`src/rtl/core/wlen_pkg.sv`:
```
// Package of the windowed path length block: widths, defaults, shared types.
// No dependencies.
package wlen_pkg;

	localparam int MAX_POINTS_DEF = 64;
	localparam int COORD_BITS_DEF = 12;

	localparam int TIME_W    = 32;
	localparam int WIN_W     = 16;
	localparam int LEN_W     = 23;
	localparam int CNT_OUT_W = 7;
	localparam int APB_DW    = 32;
	localparam int APB_AW    = 2;
	localparam int FRAC_SH   = 8;
	localparam int QUEUE_DEPTH = 2;

	localparam logic [WIN_W-1:0]  WINDOW_RESET = 16'd2000;
	localparam logic [LEN_W-1:0]  LEN_MAX      = {LEN_W{1'b1}};
	localparam logic [APB_AW-1:0] ADDR_WINDOW  = 2'd0;

	typedef struct packed {
		logic vld;
		logic busy;
	} sqrt_stat_t;

endpackage

```
`src/rtl/core/wlen_queue.sv`:
```
// Front part: two-entry queue that takes input beats and hands them to the engine.
// Depends on wlen_pkg.
module wlen_queue #(
	parameter int WIDTH = 56
) (
	input  logic             clk,
	input  logic             arst_n,
	input  logic             push_valid,
	output logic             push_stall,
	input  logic [WIDTH-1:0] push_data,
	output logic             pop_valid,
	input  logic             pop,
	output logic [WIDTH-1:0] pop_data
);

	localparam int PW = $clog2(wlen_pkg::QUEUE_DEPTH);
	localparam int CW = $clog2(wlen_pkg::QUEUE_DEPTH + 1);

	logic [WIDTH-1:0] ent_q [wlen_pkg::QUEUE_DEPTH];
	logic [PW-1:0]    wr_q, rd_q;
	logic [CW-1:0]    cnt_q;
	logic             do_push, do_pop;

	assign push_stall = (cnt_q == CW'(wlen_pkg::QUEUE_DEPTH));
	assign pop_valid  = (cnt_q != '0);
	assign pop_data   = ent_q[rd_q];
	assign do_push    = push_valid && !push_stall;
	assign do_pop     = pop && pop_valid;

	function automatic logic [PW-1:0] nxt(input logic [PW-1:0] p);
		nxt = (p == PW'(wlen_pkg::QUEUE_DEPTH - 1)) ? '0 : p + 1'b1;
	endfunction

	always_ff @(posedge clk or negedge arst_n) begin
		if (!arst_n) begin
			wr_q  <= '0;
			rd_q  <= '0;
			cnt_q <= '0;
		end else begin
			if (do_push) begin
				wr_q <= nxt(wr_q);
			end
			if (do_pop) begin
				rd_q <= nxt(rd_q);
			end
			if (do_push && !do_pop) begin
				cnt_q <= cnt_q + 1'b1;
			end else if (do_pop && !do_push) begin
				cnt_q <= cnt_q - 1'b1;
			end
		end
	end

	always_ff @(posedge clk) begin
		if (do_push) begin
			ent_q[wr_q] <= push_data;
		end
	end

endmodule

```
`config.mk`:
```
export PLATFORM = sky130hd
export DESIGN_NAME = wlen_queue
export DESIGN_NICKNAME = d
export VERILOG_FILES = /design/src/rtl/core/wlen_pkg.sv /design/src/rtl/core/wlen_queue.sv
export SDC_FILE = /design/constraint.sdc
export NUM_CORES = 1
export LEC_CHECK = 0
export BUFFER_PORTS_ARGS = -buffer_cell sky130_fd_sc_hd__buf_2
export CAP_MARGIN = 10
export CORE_MARGIN = 1.5
export CORE_UTILIZATION = 52
export CTS_CLUSTER_DIAMETER = 50
export DETAILED_ROUTE_END_ITERATION = 10
export PLACE_DENSITY = 0.82
export SKIP_LAST_GASP = 1
export SYNTH_ARGS = -nofsm -noshare
export SYNTH_HDL_FRONTEND = slang
export SYNTH_SLANG_ARGS = --single-unit
```
`constraint.sdc`:
```
create_clock -name clk -period 4.17 [get_ports clk]
set_clock_uncertainty 0.2 [all_clocks]
set_input_delay 0.834 -clock clk [delete_from_list [all_inputs] [get_ports clk]]
set_output_delay 0.834 -clock clk [all_outputs]
set_load 0.01 [all_outputs]
```
# ---- Yosys cells after proc, flatten, opt, wreduce, memory -nomap -nowiden
# Memories as Yosys holds them, arrays and structs flattened.
# Index checks and enable logic that the tools add are counted.
dict set report totals {
  register_bits 4
  ram_bits 112
  inputBits 60
  output_inout_bits 58
  word_cells 24
  n_memories 1
}
dict set report op_classes {
  addsub 4
  n_eq_ne 1
  muxes 6
  reduce_logical 9
}
# name words width rd rd_clocked_by_memory_dff write_ports line
set mem_list {}
lappend mem_list {ent_q 2 56 1 0 1 wlen_queue.sv:19} ;# logic [WIDTH-1:0] ent_q [wlen_pkg::QUEUE_DEPTH];
# cell count
set op_table {}
lappend op_table {{1-bit logical AND} 4}
lappend op_table {{1-bit 2-to-1 mux} 4}
lappend op_table {{2-bit 2-to-1 mux} 2}
lappend op_table {{2-bit nonzero test} 2}
lappend op_table {{1-bit zero test} 3}
lappend op_table {{1-bit adder, second input constant} 2}
lappend op_table {{2-bit by 1-bit adder with 2-bit output, second input constant} 1}
lappend op_table {{2-bit equality test, second input constant} 1}
lappend op_table {{2-bit by 1-bit subtractor with 2-bit output, second input constant} 1}

# ---- Depth between registers and ports, before layout
dict set report logic_depth {
  ltp_word 7
  ltp_mapped 7
  mapped_depth_nobuf 7
}

# ---- Least setup slack after synthesis
# OpenSTA, ideal clock, no wires.
dict set report synth_path {
  kind {in2reg}
  startpoint {input push_valid}
  endpoint {memory ent_q[0][0] (enable)}
  setup_ps 470
  arrival_time_ps 3268
  t_required_ps 3500
  setup_slack_ps 232
  cell_stages 2
  path_buffers 0
  cell_sequence {nand2_1 > nor2_1}
}
dict set report synth_between {
  elab_chain_cells 3
}
# item line
set synth_rtl {}
lappend synth_rtl {{from (decl)} wlen_queue.sv:8} ;# input logic push_valid,
lappend synth_rtl {{1-bit logical AND} wlen_queue.sv:27} ;# assign do_push = push_valid && !push_stall;
lappend synth_rtl {{1-bit 2-to-1 mux} wlen_queue.sv:55} ;# if (do_push) begin
lappend synth_rtl {{1-bit 2-to-1 mux (not written as such)} wlen_queue.sv:56} ;# ent_q[wr_q] <= push_data;
lappend synth_rtl {{to (decl)} wlen_queue.sv:19}
# Every way passes these cells.

# ---- Worst setup path in the final report
dict set report layout_path {
  startpoint {register rd_q}
  endpoint {output pop_data[55]}
}
dict set report layout_between {
  elab_chain_cells 1
}
# item line
set layout_rtl {}
lappend layout_rtl {{from (decl)} wlen_queue.sv:20} ;# logic [PW-1:0] wr_q, rd_q;
lappend layout_rtl {{from (signal assigned)} wlen_queue.sv:44} ;# rd_q <= nxt(rd_q);
lappend layout_rtl {{memory 2 x 56 bit} -}
lappend layout_rtl {{to (decl)} wlen_queue.sv:13} ;# output logic [WIDTH-1:0] pop_data
# Every way passes these cells.

==> impl_results.html <==
<table>
<tr><th>Metric</th><th>Value</th></tr>
<tr><th colspan="2">Power and ir drop</th></tr>
<tr><td>Internal power of the cells</td><td>roughly 2.9 mW</td></tr>
<tr><td>Switch Pwr</td><td>between 1 and 1.5 mW</td></tr>
<tr><td>Share of power burned in the clock network</td><td>29.1%</td></tr>
<tr><td>Leak Pwr</td><td>approximately 2.2 nW</td></tr>
<tr><td>Sequential power share</td><td>between 40% and 50%</td></tr>
<tr><td>Maximum ir drop on the vdd rail</td><td>~0.00048 V</td></tr>
<tr><td>Final total power</td><td>slightly above 4 mW</td></tr>
<tr><td>PD cells</td><td>between 700 and 800 nW/um^2</td></tr>
<tr><td>Net Sw Frac</td><td>around 28%</td></tr>
<tr><td>Share of total power in combinational logic</td><td>a little over a quarter</td></tr>
<tr><th colspan="2">CTS</th></tr>
<tr><td>Clock buffers created by TritonCTS</td><td>17</td></tr>
<tr><td>CTS Buffer Depth</td><td>2</td></tr>
<tr><td>Clock transition at the registers of the reported paths</td><td>about 50 ps</td></tr>
<tr><td>Post-CTS Setup Repair Bufs</td><td>0</td></tr>
<tr><td>CTS Sinks</td><td>between 100 and 150</td></tr>
<tr><td>H-Tree Level Count</td><td>4</td></tr>
<tr><td>Root Buffer Master</td><td>clkbuf_8</td></tr>
<tr><td>Insertion delay to the later sink of the worst-skew pair</td><td>a little under 500 ps</td></tr>
<tr><td>TritonCTS clock tree</td><td>yes</td></tr>
<tr><th colspan="2">Layout</th></tr>
<tr><td>Syn-to-layout area delta</td><td>27.6%</td></tr>
<tr><td>Total area of sequential cells</td><td>approximately 3500 um^2</td></tr>
<tr><td>NumNets Final</td><td>~400</td></tr>
<tr><td>Number of non-filler instances in the completed layout</td><td>about 450</td></tr>
<tr><td>Post-route cell area</td><td>around 5600 um^2</td></tr>
<tr><td>Core Util, Final</td><td>between 60% and 70%</td></tr>
<tr><td>Number of fillers in the final layout</td><td>~560</td></tr>
<tr><td>Multi-input logic area</td><td>approximately 840 um^2</td></tr>
<tr><td>Number of antenna cells inserted</td><td>0</td></tr>
<tr><td>Fraction of final layout cells sized beyond drive strength 1</td><td>between 60% and 70%</td></tr>
<tr><th colspan="2">Worst setup path</th></tr>
<tr><td>Element type at the critical path end</td><td>output port</td></tr>
<tr><td>Reg-to-reg setup timing slack</td><td>1960 ps</td></tr>
<tr><td>Critical register-to-register path endpoint</td><td>ent_q[1][36]$_DFFE_PP_</td></tr>
<tr><td>Reg2reg start</td><td>cnt_q[0]$_DFFE_PN0P_</td></tr>
<tr><td>Start point of the critical path</td><td>rd_q$_DFFE_PN0P_</td></tr>
<tr><td>Data arrival time of the worst path</td><td>2090 ps</td></tr>
<tr><td>Req. time, crit path</td><td>approximately 3100 ps</td></tr>
<tr><td>Critical path class</td><td>reg -&gt; out</td></tr>
<tr><td>Crit path launch type</td><td>flip-flop</td></tr>
<tr><td>Number of cells on the worst reg-to-reg path</td><td>3</td></tr>
<tr><td>Critical path fanouts, max</td><td>57</td></tr>
<tr><th colspan="2">Synthesis</th></tr>
<tr><td>Synth warn</td><td>0</td></tr>
<tr><td>Avg Cell Area, Syn</td><td>~23 um^2</td></tr>
<tr><td>Cell types with the largest area share after synthesis</td><td>edfxtp_1, mux2_4, mux2_2</td></tr>
<tr><td>Number of enable-type register cells in the synthesized netlist</td><td>112</td></tr>
<tr><td>Post-synth design cell area</td><td>4360 um^2</td></tr>
<tr><td>Flip-flop and latch count after synthesis</td><td>116</td></tr>
<tr><td>Post-synth ARST share</td><td>3.45%</td></tr>
<tr><td>Post-Syn Nets</td><td>approximately 250</td></tr>
<tr><td>Most frequent cells after synthesis</td><td>edfxtp_1, mux2_4, mux2_2, buf_6, dfrtp_1</td></tr>
<tr><td>Most frequently used cell type in the post-synthesis netlist</td><td>edfxtp_1</td></tr>
<tr><td>Most used flip-flop cell after synthesis</td><td>edfxtp_1</td></tr>
<tr><td>Fraction of post-synthesis cell area in the top cell type by area</td><td>between 70 and 80%</td></tr>
<tr><td>Unique cell type count in the Yosys netlist</td><td>15</td></tr>
<tr><td>Number of standard cells after synthesis</td><td>just under 200</td></tr>
<tr><td>Dominant cell type by area after synthesis</td><td>edfxtp_1</td></tr>
<tr><td>Share of synthesized area occupied by flip-flops and latches</td><td>approximately four fifths</td></tr>
<tr><th colspan="2">Place</th></tr>
<tr><td>Placed insts</td><td>roughly 410</td></tr>
<tr><td>Routability Congestion</td><td>about 0.69</td></tr>
<tr><td>Placement-stage cell area</td><td>5060 um^2</td></tr>
<tr><td>IO buf count</td><td>~120</td></tr>
<tr><td>Worst setup slack before clock tree synthesis</td><td>roughly 1500 ps</td></tr>
<tr><td>HPWL reported at the end of detailed placement</td><td>about 4.5 mm</td></tr>
<tr><th colspan="2">Timing</th></tr>
<tr><td>Slew at the pin closest to its max-slew limit</td><td>roughly 900 ps</td></tr>
<tr><td>Final WS setup</td><td>about 1000 ps</td></tr>
<tr><td>Final min period</td><td>roughly 3100 ps</td></tr>
<tr><td>Max-Slew Margin vs Limit</td><td>about two fifths</td></tr>
<tr><td>Setup TNS Final</td><td>0 ps</td></tr>
<tr><td>Max-slew violation count</td><td>0</td></tr>
<tr><td>Final setup violating endpoints</td><td>0</td></tr>
<tr><td>Final critical-path share of the clock period</td><td>approximately three quarters</td></tr>
<tr><td>RSZ-0062 raised after global routing</td><td>no</td></tr>
<tr><td>Worst slack on hold paths</td><td>roughly 290 ps</td></tr>
<tr><td>Final number of hold-violating endpoints</td><td>0</td></tr>
<tr><td>Fmax</td><td>about 320 MHz</td></tr>
<tr><th colspan="2">Flow run</th></tr>
<tr><td>Max capacitance violation total</td><td>0</td></tr>
<tr><th colspan="2">Routing</th></tr>
<tr><td>Antenna-violating nets left</td><td>0</td></tr>
<tr><td>Number of violations reported at the end of detailed-routing iteration 0</td><td>between 60 and 70</td></tr>
<tr><td>Count of TritonRoute iterations in the first routing pass</td><td>4</td></tr>
<tr><td>Average wire per standard cell</td><td>approximately 16 um</td></tr>
<tr><td>Routed vias</td><td>2207</td></tr>
<tr><td>Count of unresolved DRC violations after routing</td><td>0</td></tr>
<tr><td>Vias per Instance</td><td>~5</td></tr>
<tr><td>Final WL</td><td>between 7 and 8 mm</td></tr>
<tr><th colspan="2">GRT</th></tr>
<tr><td>Pin count of the biggest net entering global routing</td><td>a little under 60</td></tr>
<tr><td>GRT Overall Usage</td><td>16.7%</td></tr>
<tr><td>Number of global-route vias before repair</td><td>around 2300</td></tr>
<tr><td>Sum of overflow across all layers after global routing</td><td>0</td></tr>
<tr><td>First-pass GRT wire length</td><td>approximately 11 mm</td></tr>
<tr><td>Initial antenna violation count</td><td>0</td></tr>
<tr><th colspan="2">Floorplanning</th></tr>
<tr><td>Die boundary height</td><td>94.6 um</td></tr>
<tr><td>Io pins</td><td>between 100 and 150</td></tr>
<tr><td>Placeable core region</td><td>just over 8000 um^2</td></tr>
<tr><td>Initial Utilization</td><td>between 50% and 60%</td></tr>
<tr><td>Die footprint</td><td>8940 um^2</td></tr>
<tr><td>Number of rows created at floorplan</td><td>33</td></tr>
<tr><td>Width of the die</td><td>between 90 and 100 um</td></tr>
<tr><th colspan="2">Outcome</th></tr>
<tr><td>Outcome</td><td>finished, final reports clean</td></tr>
<tr><th colspan="2">Min path</th></tr>
<tr><td>Count of cells along the worst hold path</td><td>1</td></tr>
<tr><td>Hold wc startpoint</td><td>cnt_q[1]$_DFFE_PN0P_</td></tr>
<tr><td>Worst hold-check path type</td><td>reg -&gt; reg</td></tr>
<tr><td>WHS Endpoint</td><td>cnt_q[1]$_DFFE_PN0P_</td></tr>
</table>
==> routing by layer <==
metal  vias to the layer above  GRT usage (%)  share of wire (%)  wire length, um
li1                       1031              -                  -                -
met1                      1074           18.9                 41             2850
met3                         8           4.99                5.8              409
met4                         0           9.58                1.3               89
met5                         -              0                  0                0
met2                        94           28.4                 52             3660
==> how the worst max path moves through the flow <==
stage / to / slack [ps]
floorplan: ent_q[0][0]$_DFFE_PP_ / 230
global placement: pop_data[35] / 1520
detailed placement: pop_data[35] / 1520
CTS: pop_data[27] / 980
global route: pop_data[55] / 930
finish: pop_data[55] / 1040
==> worst max-delay path: stages, from the launching register on <==
cell,delay [ps]
dfrtp_4,1010
mux2_2,420
buf_2,140
==> area by class of cell <==
type,instances,area share (%)
sequential,116,62.3
inverter,2,0.135
clock buffer,19,7.58
tap,105,2.36
timing repair buffer,122,11.2
clock inverter,13,1.24
multi-input combinational,69,15.1
==> registers in the layout (all words and copies together), names as in the netlist <==
name   flops
cnt_q      2
ent_q    112
rd_q       1
wr_q       1
==> power groups by stage <==
stage / clock network (mW) / logic (mW) / registers (mW)
floorplan: 0 / 0.839 / 1.69
global placement: 0 / 1.06 / 1.81
detailed placement: 0 / 1.06 / 1.83
CTS: 1.20 / 1.07 / 1.81
global route: 1.25 / 1.15 / 1.83
finish: 1.17 / 1.05 / 1.80
==> kinds of logic after synthesis <==
group | share of synthesized area [%]
mux | 17.0
fa+ha+maj | 0.287
simple gates | 0.775
flops | 79.4
xor+xnor | 1.00
buf+inv | 1.44
==> repair_timing <==
action,CTS,global route
resized for setup,0,0
hold endpoints to repair,4,0
hold buffers,1,0
==> cell usage in the layout, fill, tap and decap left out <==
master	count
dlygate4sd3_1	1
clkbuf_16	16
ha_1	1
mux2_2	26
nand2_1	2
buf_2	117
buf_4	4
edfxtp_1	112
nor2_4	1
clkbuf_8	1
clkinv_1	3
dfrtp_1	3
clkinvlp_4	3
nand2b_1	1
and3_2	1
xor2_1	2
nor2_1	1
clkbuf_1	2
inv_1	2
or2_2	1
clkinv_2	7
xnor2_1	3
dfrtp_4	1
mux2_4	30
(Power assumes the default switching activity.)
